[config.mk]
export PLATFORM = sky130hd
export DESIGN_NAME = hamming_neighbour_threshold_vote
export DESIGN_NICKNAME = d
export VERILOG_FILES = /design/src/rtl/hntv_pkg.sv /design/src/rtl/hamming_neighbour_threshold_vote.sv
export SDC_FILE = /design/constraint.sdc
export NUM_CORES = 1
export LEC_CHECK = 0
export BUFFER_PORTS_ARGS = -buffer_cell sky130_fd_sc_hd__buf_2
export CORE_UTILIZATION = 56
export DETAILED_ROUTE_END_ITERATION = 8
export PLACE_DENSITY_LB_ADDON = 0.08
export SYNTH_ARGS = -nofsm -noshare
export SYNTH_HDL_FRONTEND = slang
export SYNTH_SLANG_ARGS = --single-unit
[constraint.sdc]
create_clock -name clock -period 3.7 [get_ports clock]
set_clock_uncertainty 0.05 [all_clocks]
set_input_delay 0.74 -clock clock [delete_from_list [all_inputs] [get_ports clock]]
set_output_delay 0.74 -clock clock [all_outputs]
set_load 0.1 [all_outputs]
[src/rtl/hntv_pkg.sv]
`timescale 1ns / 1ps
`default_nettype none

package hntv_pkg;

   // fixed field widths
   localparam int PATTERN_W = 6;
   localparam int WEIGHT_W  = 16;
   localparam int INDEX_W   = 5;
   localparam int SUM_W     = 21;
   localparam int THRESH_W  = 16;
   localparam int DIST_W    = 6;
   localparam int CSR_IDX_W = 2;
   localparam int CSR_DATA_W = 16;
   localparam int POP_W     = 3;

   // register indexes
   localparam logic [CSR_IDX_W-1:0] CSR_DETECT_THRESHOLD   = 2'd0;
   localparam logic [CSR_IDX_W-1:0] CSR_TOLERABLE_DISTANCE = 2'd1;

   localparam logic [THRESH_W-1:0] THRESH_RESET = 16'd1;
   localparam logic [DIST_W-1:0]   DIST_RESET   = 6'd0;

   typedef struct packed {
      logic [PATTERN_W-1:0] pattern;
      logic [WEIGHT_W-1:0]  weight;
      logic                 final_entry;
   } req_payload_type;

   typedef struct packed {
      logic [INDEX_W-1:0] entry_index;
      logic               verdict;
      logic [SUM_W-1:0]   neighbour_sum;
      logic               dropped_flag;
      logic               last_result;
   } rsp_payload_type;

   typedef struct packed {
      logic [PATTERN_W-1:0] pattern;
      logic [WEIGHT_W-1:0]  weight;
   } entry_type;

   typedef enum logic [2:0] {
      ST_IDLE,
      ST_BASE_RD,
      ST_BASE_LD,
      ST_SCAN,
      ST_DRAIN,
      ST_EMIT
   } state_type;

   // number of set bits in a pattern
   function automatic logic [POP_W-1:0] popcount(input logic [PATTERN_W-1:0] v);
      logic [POP_W-1:0] n;
      n = '0;
      for (int k = 0; k < PATTERN_W; k++) begin
         n = n + POP_W'(v[k]);
      end
      return n;
   endfunction

endpackage

`default_nettype wire

[src/rtl/hamming_neighbour_threshold_vote.sv]
`timescale 1ns / 1ps
`default_nettype none

// Collects a set of entries (pattern, Q8.8 weight) into an on-chip store; the beat
// with final_entry set closes the set. For each stored entry, in load order, the
// block sums its own weight plus the weights of all entries whose pattern differs
// but lies within tolerable_distance bits, then emits one result beat: sum at or
// below detect_threshold (whole number, i.e. threshold * 256 in Q8.8) is attack,
// above it tolerate. Entries beyond MAX_ENTRIES are dropped and flagged on every
// result of that set. The store has a single read port, so each stored entry is
// evaluated in turn: one base read, a pipelined read of every stored entry, drain,
// result; a stall on the result side holds the evaluation. Input beats are taken
// one per cycle while collecting; no input is accepted during evaluation.
// Configuration is written while idle: a rule for the user, not enforced by the block.
module hamming_neighbour_threshold_vote
   import hntv_pkg::*;
#(
   parameter int MAX_ENTRIES  = 32,
   parameter int PATTERN_BITS = 6
) (
   input  wire                          clock,
   input  wire                          reset,
   input  wire                          req_valid,
   output logic                         req_ready,
   input  wire  req_payload_type        req_data,
   output logic                         rsp_valid,
   input  wire                          rsp_ready,
   output rsp_payload_type              rsp_data,
   input  wire                          csr_we,
   input  wire  [CSR_IDX_W-1:0]         csr_index,
   input  wire  [CSR_DATA_W-1:0]        csr_wdata
);

   localparam int IDX_W = $clog2(MAX_ENTRIES);
   localparam int CNT_W = $clog2(MAX_ENTRIES + 1);
   localparam logic [PATTERN_W-1:0] PAT_MASK = (PATTERN_BITS >= PATTERN_W) ?
      {PATTERN_W{1'b1}} : PATTERN_W'((1 << PATTERN_BITS) - 1);
   localparam logic [CNT_W-1:0] CNT_FULL = CNT_W'(MAX_ENTRIES);
   localparam logic [SUM_W:0]   SUM_MAX  = {1'b0, {SUM_W{1'b1}}};

   state_type            state_ff, state_in;
   logic [CNT_W-1:0]     count_ff;
   logic                 overflow_ff;
   logic [IDX_W-1:0]     idx_ff;
   logic [IDX_W-1:0]     scan_ff;
   logic [PATTERN_W-1:0] base_pat_ff;
   logic [SUM_W-1:0]     sum_ff;
   entry_type            rd_data_ff;
   rsp_payload_type      rsp_ff;
   logic                 rsp_valid_ff;
   logic [THRESH_W-1:0]  thresh_ff;
   logic [DIST_W-1:0]    tol_ff;

   entry_type            store_mem [MAX_ENTRIES];

   logic                 req_accept;
   logic                 full;
   logic                 scan_last;
   logic                 idx_last;
   logic                 rsp_free;
   logic [IDX_W-1:0]     rd_addr;
   logic                 cap_base;
   logic                 acc_en;
   logic                 emit_fire;
   logic                 is_neighbour;
   logic [SUM_W:0]       sum_add;
   logic [SUM_W-1:0]     sum_next;
   logic [SUM_W+2:0]     limit;

   // status terms
   assign req_accept = req_valid && req_ready;
   assign full       = (count_ff == CNT_FULL);
   assign scan_last  = (CNT_W'(scan_ff) == (count_ff - CNT_W'(1)));
   assign idx_last   = (CNT_W'(idx_ff) == (count_ff - CNT_W'(1)));
   assign rsp_free   = !rsp_valid_ff || rsp_ready;

   // next state
   always_comb begin
      state_in = state_ff;
      case (state_ff)
         ST_IDLE: begin
            if (req_accept && req_data.final_entry) state_in = ST_BASE_RD;
         end
         ST_BASE_RD: state_in = ST_BASE_LD;
         ST_BASE_LD, ST_SCAN: begin
            state_in = scan_last ? ST_DRAIN : ST_SCAN;
         end
         ST_DRAIN: state_in = ST_EMIT;
         ST_EMIT: begin
            if (rsp_free) state_in = idx_last ? ST_IDLE : ST_BASE_RD;
         end
         default: state_in = ST_IDLE;
      endcase
   end

   // state outputs
   always_comb begin
      req_ready = 1'b0;
      rd_addr   = scan_ff;
      cap_base  = 1'b0;
      acc_en    = 1'b0;
      emit_fire = 1'b0;
      case (state_ff)
         ST_IDLE:    req_ready = 1'b1;
         ST_BASE_RD: rd_addr = idx_ff;
         ST_BASE_LD: cap_base = 1'b1;
         ST_SCAN:    acc_en = 1'b1;
         ST_DRAIN:   acc_en = 1'b1;
         ST_EMIT:    emit_fire = rsp_free;
         default:    req_ready = 1'b0;
      endcase
   end

   // neighbour test and saturating accumulate
   assign is_neighbour = (rd_data_ff.pattern != base_pat_ff) &&
      ({{(DIST_W-POP_W){1'b0}}, popcount(rd_data_ff.pattern ^ base_pat_ff)} <= tol_ff);
   assign sum_add  = {1'b0, sum_ff} + (SUM_W+1)'(rd_data_ff.weight);
   assign sum_next = (sum_add > SUM_MAX) ? SUM_MAX[SUM_W-1:0] : sum_add[SUM_W-1:0];
   assign limit    = {thresh_ff, 8'd0};

   // entry store
   always_ff @(posedge clock) begin
      if (req_accept && !full) begin
         store_mem[count_ff[IDX_W-1:0]] <= '{pattern: req_data.pattern & PAT_MASK,
                                             weight: req_data.weight};
      end
      rd_data_ff <= store_mem[rd_addr];
   end

   // control registers
   always_ff @(posedge clock) begin
      if (reset) begin
         state_ff     <= ST_IDLE;
         count_ff     <= '0;
         overflow_ff  <= 1'b0;
         idx_ff       <= '0;
         scan_ff      <= '0;
         rsp_valid_ff <= 1'b0;
         thresh_ff    <= THRESH_RESET;
         tol_ff       <= DIST_RESET;
      end else begin
         state_ff <= state_in;
         if (req_accept) begin
            idx_ff <= '0;
            if (full) overflow_ff <= 1'b1;
            else      count_ff    <= count_ff + CNT_W'(1);
         end
         if (state_ff == ST_BASE_RD) scan_ff <= '0;
         else if (cap_base || acc_en) scan_ff <= scan_ff + IDX_W'(1);
         if (emit_fire) begin
            idx_ff <= idx_ff + IDX_W'(1);
            if (idx_last) begin
               count_ff    <= '0;
               overflow_ff <= 1'b0;
            end
         end
         if (emit_fire)      rsp_valid_ff <= 1'b1;
         else if (rsp_ready) rsp_valid_ff <= 1'b0;
         // configuration writes
         if (csr_we) begin
            case (csr_index)
               CSR_DETECT_THRESHOLD:   thresh_ff <= csr_wdata[THRESH_W-1:0];
               CSR_TOLERABLE_DISTANCE: tol_ff    <= csr_wdata[DIST_W-1:0];
               default: ;
            endcase
         end
      end
   end

   // datapath registers
   always_ff @(posedge clock) begin
      if (cap_base) begin
         base_pat_ff <= rd_data_ff.pattern;
         sum_ff      <= SUM_W'(rd_data_ff.weight);
      end else if (acc_en && is_neighbour) begin
         sum_ff <= sum_next;
      end
      if (emit_fire) begin
         rsp_ff.entry_index   <= INDEX_W'(idx_ff);
         rsp_ff.verdict       <= ((SUM_W+3)'(sum_ff) > limit);
         rsp_ff.neighbour_sum <= sum_ff;
         rsp_ff.dropped_flag  <= overflow_ff;
         rsp_ff.last_result   <= idx_last;
      end
   end

   assign rsp_valid = rsp_valid_ff;
   assign rsp_data  = rsp_ff;

   // checks
   a_count_bound: assert property (@(posedge clock) disable iff (reset)
      count_ff <= CNT_FULL)
      else $error("entry count beyond capacity");

   a_set_cleared: assert property (@(posedge clock) disable iff (reset)
      (emit_fire && idx_last) |=> (count_ff == '0 && !overflow_ff))
      else $error("set not cleared after last result");

   a_rsp_from_emit: assert property (@(posedge clock) disable iff (reset)
      $rose(rsp_valid_ff) |-> $past(state_ff == ST_EMIT))
      else $error("result beat raised outside result state");

   a_last_flag: assert property (@(posedge clock) disable iff (reset)
      (emit_fire && !idx_last) |=> (state_ff == ST_BASE_RD))
      else $error("evaluation stopped before last entry");

endmodule

`default_nettype wire

==> flow_metrics.py, run 1 <==
metrics = {
    "outcome": {
        "run_status": "complete, but fails checks",
        "violations_in_the_final_reports": "negative setup slack",
    },
    "die": {
        "design.die.area_sq_um": 59500,
        "coreArea_sq_um": 57800,
        "floorplan.initialDensity_pct": 56.7,
        "die_y_microns": 244,
        "number_of_top_level_pins": 77,
        "placementRows": 88,
        "die_x_microns": 244,
    },
    "detailed_routing": {
        "wl_per_cell_microns": 26.2,
        "drt.antenna.violating_nets": 0,
        "num_vias": 19800,
        "detail_route.first_pass.iterations": 7,
        "via_per_inst": 6.19,
        "finalWirelength_microns": 83700,
        "detail_route.drc_violations": 0,
        "detail_route.iter0.violations": 1883,
    },
    "synth": {
        "yosys.cell_count.top_type": "sky130_fd_sc_hd__edfxtp_1",
        "postSynthRegisterBits": 825,
        "synth.net_count": 2302,
        "synth.cells.most_frequent": "755 x sky130_fd_sc_hd__edfxtp_1, 421 x sky130_fd_sc_hd__nand2_1, 183 x sky130_fd_sc_hd__mux2i_1, 176 x sky130_fd_sc_hd__a32oi_1, 112 x sky130_fd_sc_hd__nor2_1",
        "synth_top_cell_area_share_pct": 69.1,
        "yosys_most_used_dff": "sky130_fd_sc_hd__edfxtp_1",
        "netlist_instances": 2212,
        "seq_area_frac_synth_pct": 73.4,
        "ys_async_sr_fraction_pct": 0,
        "synth.distinct_cells": 62,
        "syn_avg_cell_area_sq_um": 14.8,
        "netlist_area_sq_um": 32800,
        "synth_warnings": 0,
        "synth.largest_area_cell": "sky130_fd_sc_hd__edfxtp_1",
        "leading_post_synthesis_cells_by_cell_area": "sky130_fd_sc_hd__edfxtp_1 69%, sky130_fd_sc_hd__mux2i_1 5.6%, sky130_fd_sc_hd__nand2_1 4.8%, sky130_fd_sc_hd__a32oi_1 4.7%, sky130_fd_sc_hd__dfxtp_1 4.3%",
        "synth_edf_count": 755,
    },
    "pwr": {
        "power_frac_seq_pct": 51.8,
        "power.ir.vdd_worst_uv": 414,
        "power.static_leakage_nw": 12.3,
        "p_switching_mw": 4.70,
        "power_density_nw_per_um2": 540,
        "power.switching_fraction_pct": 23.2,
        "cell_internal_pwr_mw": 15.6,
        "p_clk_share_pct": 39.3,
        "comb_power_share_pct": 8.9,
    },
    "finish": {
        "nFillCells": 4094,
        "multi_input_comb_area_sq_um": 8340,
        "ratio_of_cells_with_drive_above_1_in_the_final_layout_pct": 15.2,
        "fin_util_pct": 65.0,
        "final_cells": 3198,
        "register_area_sq_um": 24100,
        "layout-area-overhead-vs-synth_pct": 14.6,
        "finalNetCount": 2453,
    },
    "grt": {
        "grt_util_all_layers_pct": 28.4,
        "grt_start_max_net_pins": 61,
        "global_route.overflow_total": 0,
        "via_count_of_the_first_global_routing_pass": 19100,
        "antenna_found_initial": 1,
        "grt_pass1_wl_microns": 123000,
    },
    "sta": {
        "max_slew.worst_pin.slew_ns": 1.24,
        "min_period_ns": 4.07,
        "setup_violations": 21,
        "fmax_ghz": 0.246,
        "grt_setup_unrepaired": "yes",
        "final_min_period_over_clock_period_pct": 110,
        "slew_viol_final": 0,
        "worst_slew_margin_rel_pct": 17.5,
        "final_hold_violations": 0,
        "setup_ws_ns": -0.370,
    },
    "placed_design": {
        "placement.io_buffers": 76,
        "dp_cells": 3034,
        "gp_congestion": 0.854,
        "place.detailed.hpwl_microns": 49200,
        "place_worst_setup_slack_ns": -0.391,
    },
    "clock_network": {
        "tritoncts.num_buffers": 84,
        "clock-root-buffer": "sky130_fd_sc_hd__clkbuf_16",
        "clkLatencyLatePin_ns": 0.63,
        "clkSlewWorstSetupHoldPaths_ns": 0.06,
        "tritoncts_num_sinks": 825,
        "clockBufferDepth": 3,
        "tritoncts": "yes",
        "cts_htree_levels": 3,
        "hold_buffers": 0,
    },
    "worst_hold_path": {
        "worstHoldPathCells": 3,
        "hold_class": "input pin to flop",
    },
    "worst_setup_path": {
        "start_kind": "flop",
        "data_required_time_of_the_critical_path_ns": 4.19,
        "worstPathArrival_ns": 4.56,
        "crit_path_end_kind": "flop",
        "critical_path.max_fanout": 5,
        "worst-setup-path-type": "flop to flop",
        "r2r_cells": 16,
    },
    "run": {
        "drv.max_cap_violation_count": 0,
    },
}
==> worst max-delay path, stage by stage, from the launching register on <==
cell,delay (ns)
sky130_fd_sc_hd__edfxtp_1,0.41
sky130_fd_sc_hd__xnor2_2,0.17
sky130_fd_sc_hd__fa_1,0.56
sky130_fd_sc_hd__fa_1,0.41
sky130_fd_sc_hd__inv_1,0.07
sky130_fd_sc_hd__ha_2,0.16
sky130_fd_sc_hd__inv_2,0.03
sky130_fd_sc_hd__fa_1,0.50
sky130_fd_sc_hd__inv_2,0.06
sky130_fd_sc_hd__ha_4,0.21
sky130_fd_sc_hd__nor2b_4,0.12
sky130_fd_sc_hd__o21ai_2,0.10
sky130_fd_sc_hd__nand2b_1,0.06
sky130_fd_sc_hd__a311o_2,0.40
sky130_fd_sc_hd__and2b_2,0.30
sky130_fd_sc_hd__nand4_1,0.16
sky130_fd_sc_hd__o221ai_2,0.20
==> routing by layer <==
metal,part of all wire [%],vias up,track usage (%),routed length (microns)
met5,0,-,0,0
met4,3.0,0,9.41,2470
met3,7.3,145,3.91,6120
met2,48,873,45.4,39800
met1,42,9964,40.5,35300
li1,-,8807,-,-
==> power by group through the flow <==
stage	registers, mW	clock network, mW	logic [mW]
after floorplan	10.6	0	1.12
after global placement	10.7	0	1.62
after detailed placement	10.7	0	1.67
after CTS	10.5	8.10	1.69
after global routing	10.5	8.47	2.00
final	10.5	7.98	1.82
==> flip-flops by register name, summed over array words and instances, names as in the netlist <==
name	flops
base_pat_ff	6
idx_ff	5
rsp_valid	1
thresh_ff	16
overflow_ff	1
rsp_data	29
sum_ff	21
tol_ff	6
state_ff	3
scan_ff	5
count_ff	6
rd_data_ff	22
store_mem	704
==> final cells by class <==
cell class                      instances  area share (%)
Multi-Input combinational cell       1238            22.2
Clock buffer                          108            5.89
Clock inverter                         46            1.01
Sequential cell                       825            64.1
Inverter                               38           0.380
Tap cell                              765            2.55
Timing Repair Buffer                  176            3.92
Antenna cell                            2          0.0133
==> cells in the final DEF (no fill, tap or decap), types with 7 or more instances in the layout <==
cell,count
sky130_fd_sc_hd__a21o_1,7
sky130_fd_sc_hd__a21oi_1,48
sky130_fd_sc_hd__a31oi_1,16
sky130_fd_sc_hd__a32oi_1,176
sky130_fd_sc_hd__buf_12,27
sky130_fd_sc_hd__buf_2,76
sky130_fd_sc_hd__buf_4,72
sky130_fd_sc_hd__clkbuf_1,22
sky130_fd_sc_hd__clkbuf_16,84
sky130_fd_sc_hd__clkinv_1,21
sky130_fd_sc_hd__clkinv_2,13
sky130_fd_sc_hd__dfxtp_1,70
sky130_fd_sc_hd__edfxtp_1,755
sky130_fd_sc_hd__ha_1,38
sky130_fd_sc_hd__inv_1,36
sky130_fd_sc_hd__mux2i_1,183
sky130_fd_sc_hd__nand2_1,420
sky130_fd_sc_hd__nand2b_1,8
sky130_fd_sc_hd__nand3_1,17
sky130_fd_sc_hd__nand4_1,51
sky130_fd_sc_hd__nor2_1,65
sky130_fd_sc_hd__nor2_2,42
sky130_fd_sc_hd__nor3_1,9
sky130_fd_sc_hd__nor3b_1,7
sky130_fd_sc_hd__o21ai_0,9
sky130_fd_sc_hd__o22a_1,7
sky130_fd_sc_hd__xnor2_1,20
sky130_fd_sc_hd__xor2_1,18
==> final timing paths <==
check / end / slack [ns] / from
max: sum_ff[19]$_SDFFE_PP0P_ / -0.37 / base_pat_ff[1]$_DFFE_PP_
min: thresh_ff[15]$_SDFFE_PP0P_ / 0.31 / csr_wdata[15]
max reg2reg: sum_ff[19]$_SDFFE_PP0P_ / -0.37 / base_pat_ff[1]$_DFFE_PP_
min reg2reg: thresh_ff[12]$_SDFFE_PP0P_ / 0.40 / thresh_ff[12]$_SDFFE_PP0P_
==> cell families after synthesis <==
family                   synth area share [%]
XOR/XNOR                                 1.09
multiplexers                             5.63
adder cells (fa/ha/maj)                  1.77
flip-flops                               73.4
AO/OA/AOI/OAI                            7.45
AND/OR/NAND/NOR                          8.58
buffers and inverters                    2.08
==> timing repair <==
item | 4_1_cts | 5_1_grt
pin swaps | 1 | 4
gates resized for setup | 4 | 12
endpoints found under the setup margin | 21 | 21
setup buffers | 2 | 5
gates cloned | 1 | 0
==> stage by stage <==
step / instance area (sq um) / total power, mW / hold WS (ns) / setup TNS [ns]
after floorplan: 32800 / 11.8 / 0.359 / -0.343
after global placement: 34800 / 12.3 / 0.390 / -6.21
after detailed placement: 34800 / 12.4 / 0.397 / -7.59
after CTS: 37500 / 20.3 / 0.273 / -6.04
after global routing: 37600 / 21.0 / 0.289 / -9.99
final: 37600 / 20.3 / 0.306 / -6.55
Note: power is estimated with default switching activity, not from simulation.
==> inputs of run 2 (changes only) <==
--- a/config.mk
+++ b/config.mk
@@ -6,7 +6,7 @@
 export NUM_CORES = 1
 export LEC_CHECK = 0
 export BUFFER_PORTS_ARGS = -buffer_cell sky130_fd_sc_hd__buf_2
-export CORE_UTILIZATION = 56
+export CORE_UTILIZATION = 40
 export DETAILED_ROUTE_END_ITERATION = 8
 export PLACE_DENSITY_LB_ADDON = 0.08
 export SYNTH_ARGS = -nofsm -noshare
==> constraint.sdc (replaced) <==
create_clock -name clock -period 3.7 [get_ports clock]
set_clock_uncertainty 0.05 [all_clocks]
set_input_delay 0.74 -clock clock [delete_from_list [all_inputs] [get_ports clock]]
set_output_delay 0.74 -clock clock [all_outputs]
set_load 0.02 [all_outputs]
==> run 2 against run 1 <==
The run ends with design-rule violations, negative setup slack left. Worst hold slack lost 0.011 ns. Wire length grew 6.1%. Critical path depth grew 1. Sequential power is essentially flat. Non-clock buffer count grew 3. Setup slack gained 0.010 ns. First-iteration DRC count shrank 23%. Sequential share of layout area shrank 1.1 points. Final area grew 1.7%. Register-to-register slack is essentially flat. Via count shrank 1.9%. Flip-flop and latch count is the same. Critical endpoint is now sum_ff[20]$_SDFFE_PP0P_. Highest routed layer unchanged.
==> flow_metrics.py, run 2 (synthesis gave the netlist of run 1 again) <==
metrics = {
    "grt": {
        "antenna_found_initial": 1,
        "grt_start_max_net_pins": 59,
        "grt_pass1_wl_microns": 129000,
        "global_route.overflow_total": 0,
        "via_count_of_the_first_global_routing_pass": 19100,
        "grt_util_all_layers_pct": 21.4,
    },
    "worst_setup_path": {
        "cp_cell_sequence": "xnor2_2 > fa_1 > fa_1 > inv_1 > ha_1 > inv_1 > fa_1 > inv_2 > ha_4 > nor2b_1 > o21ai_1 > nand2b_1 > a311o_2 > buf_4 > a21oi_4 > a21oi_1 > a211oi_2",
        "critical_path.max_fanout": 5,
        "crit_path_end_kind": "flop",
        "max_stage_delay_ns": 0.57,
        "critical-path-top-cell-by-count": "sky130_fd_sc_hd__fa_1",
        "critical_path.slowest_cell": "sky130_fd_sc_hd__fa_1",
        "start_kind": "flop",
        "data_required_time_of_the_critical_path_ns": 4.20,
        "worst-setup-path-type": "flop to flop",
        "worstPathArrival_ns": 4.56,
    },
    "pwr": {
        "totalPowerFinal_mw": 21.1,
        "power.static_leakage_nw": 12.4,
        "power.ir.vdd_worst_uv": 319,
        "cell_internal_pwr_mw": 16.2,
        "power_frac_seq_pct": 49.9,
        "power_density_nw_per_um2": 552,
        "comb_power_share_pct": 8.6,
        "p_switching_mw": 4.85,
        "p_clk_share_pct": 41.5,
        "power.switching_fraction_pct": 23.0,
    },
    "finish": {
        "finalNetCount": 2461,
        "final_cell_mix": "755 x sky130_fd_sc_hd__edfxtp_1, 420 x sky130_fd_sc_hd__nand2_1, 183 x sky130_fd_sc_hd__mux2i_1, 176 x sky130_fd_sc_hd__a32oi_1, 93 x sky130_fd_sc_hd__clkbuf_16",
        "fin_util_pct": 47.3,
        "register_area_sq_um": 24100,
        "largest_register_ff_count": 704,
        "nFillCells": 6991,
        "mostFrequentLayoutCell": "sky130_fd_sc_hd__edfxtp_1",
        "post-route-cell-area_sq_um": 38200,
        "layout-area-overhead-vs-synth_pct": 16.5,
        "ratio_of_cells_with_drive_above_1_in_the_final_layout_pct": 15.5,
        "multi_input_comb_area_sq_um": 8320,
    },
    "clock_network": {
        "cts_htree_levels": 3,
        "tritoncts": "yes",
        "clock-root-buffer": "sky130_fd_sc_hd__clkbuf_16",
        "clkLatencyLatePin_ns": 0.63,
        "tritoncts.num_buffers": 90,
        "clkSlewWorstSetupHoldPaths_ns": 0.06,
        "hold_buffers": 0,
        "tritoncts_num_sinks": 825,
        "clockBufferDepth": 3,
    },
    "detailed_routing": {
        "via_per_inst": 5.54,
        "finalWirelength_microns": 88800,
        "drt.antenna.violating_nets": 0,
        "wl_per_cell_microns": 25.3,
        "detail_route.first_pass.iterations": 7,
        "detail_route.iter0.violations": 1453,
        "num_vias": 19400,
        "detail_route.drc_violations": 28,
    },
    "die": {
        "coreArea_sq_um": 80800,
        "floorplan.initialDensity_pct": 40.6,
        "die_x_microns": 288,
        "design.die.area_sq_um": 83100,
        "placementRows": 104,
        "die_y_microns": 288,
        "number_of_top_level_pins": 77,
    },
    "sta": {
        "setup_ws_ns": -0.360,
        "grt_setup_unrepaired": "yes",
        "fin_worst_hold_slack_ns": 0.295,
        "max_slew.worst_pin.slew_ns": 0.886,
        "min_period_ns": 4.06,
        "fmax_ghz": 0.246,
        "final_hold_violations": 0,
        "slew_viol_final": 0,
        "worst_slew_margin_rel_pct": 40.8,
        "setup_violations": 21,
        "final_min_period_over_clock_period_pct": 110,
    },
    "placed_design": {
        "place_worst_setup_slack_ns": -0.428,
        "detailed_place.area_sq_um": 35200,
        "gp_congestion": 0.791,
        "place.detailed.hpwl_microns": 52500,
        "placement.io_buffers": 76,
    },
    "run": {
        "drv.max_cap_violation_count": 0,
    },
    "worst_hold_path": {
        "hold_class": "input pin to flop",
    },
    "outcome": {
        "violations_in_the_final_reports": "design-rule violations, negative setup slack",
        "run_status": "complete, but fails checks",
    },
}
## run 2: cell count changes in the layout (fill, tap and decap cells not counted), sizes merged
cell,delta
nand2,-1
buf,+3
bufinv,+3
clkbuf,+9
clkinvlp,+1
clkinv,-1
## run 2: worst paths after layout
check / startpoint / depth (start not counted) / slack, ns / endpoint
max: base_pat_ff[1]$_DFFE_PP_ / 17 / -0.36 / sum_ff[20]$_SDFFE_PP0P_
min: csr_wdata[15] / 3 / 0.29 / thresh_ff[15]$_SDFFE_PP0P_
max reg2reg: base_pat_ff[1]$_DFFE_PP_ / 17 / -0.36 / sum_ff[20]$_SDFFE_PP0P_
min reg2reg: thresh_ff[3]$_SDFFE_PP0P_ / 2 / 0.40 / thresh_ff[3]$_SDFFE_PP0P_
## run 2: final cells by class
class | count | area share [%]
sequential | 825 | 63.0
multi-input combinational | 1237 | 21.8
clock buffer | 117 | 6.43
timing repair buffer | 179 | 3.79
tap | 1060 | 3.47
clock inverter | 49 | 1.15
inverter | 38 | 0.373
antenna | 2 | 0.0131
## run 2: worst max-delay path: cells and delay by family (launching register included)
kind,cells,cell delay (ns)
adder cells (fa/ha/maj),5,1.83
AO/OA/AOI/OAI,5,0.96
flip-flops,1,0.42
buffers and inverters,4,0.35
AND/OR/NAND/NOR,2,0.19
XOR/XNOR,1,0.18
## run 2: timing repair
action,4_1_cts,5_1_grt
resized for setup,3,6
buffers inserted,3,2
setup endpoints to repair,21,21
pin swaps,3,6
cloned,1,0
## run 2: power groups by stage
stage                     Sequential (mW)  Combinational [mW]  Clock (mW)
final                                10.5                1.81        8.75
after global routing                 10.5                1.99        9.35
after CTS                            10.5                1.75        8.97
after detailed placement             10.7                1.73           0
after global placement               10.7                1.69           0
after floorplan                      10.6                1.11           0
## run 2: routing by layer
| metal | vias to the layer above | share of wire (%) | track usage, % |
|---|---|---|---|
| met4 | 0 | 1.6 | 5.22 |
| met1 | 9996 | 45 | 29.8 |
| li1 | 8849 | - | - |
| met2 | 492 | 49 | 35.4 |
| met3 | 84 | 4.4 | 2.89 |
| met5 | - | 0 | 0 |
## run 2: metrics by stage
stage | cells | setup TNS [ns]
after floorplan | 2212 | -0.851
after global placement | 3333 | -5.76
after detailed placement | 3333 | -6.62
after CTS | 3503 | -7.30
after global routing | 3505 | -8.64
final | 3507 | -5.75
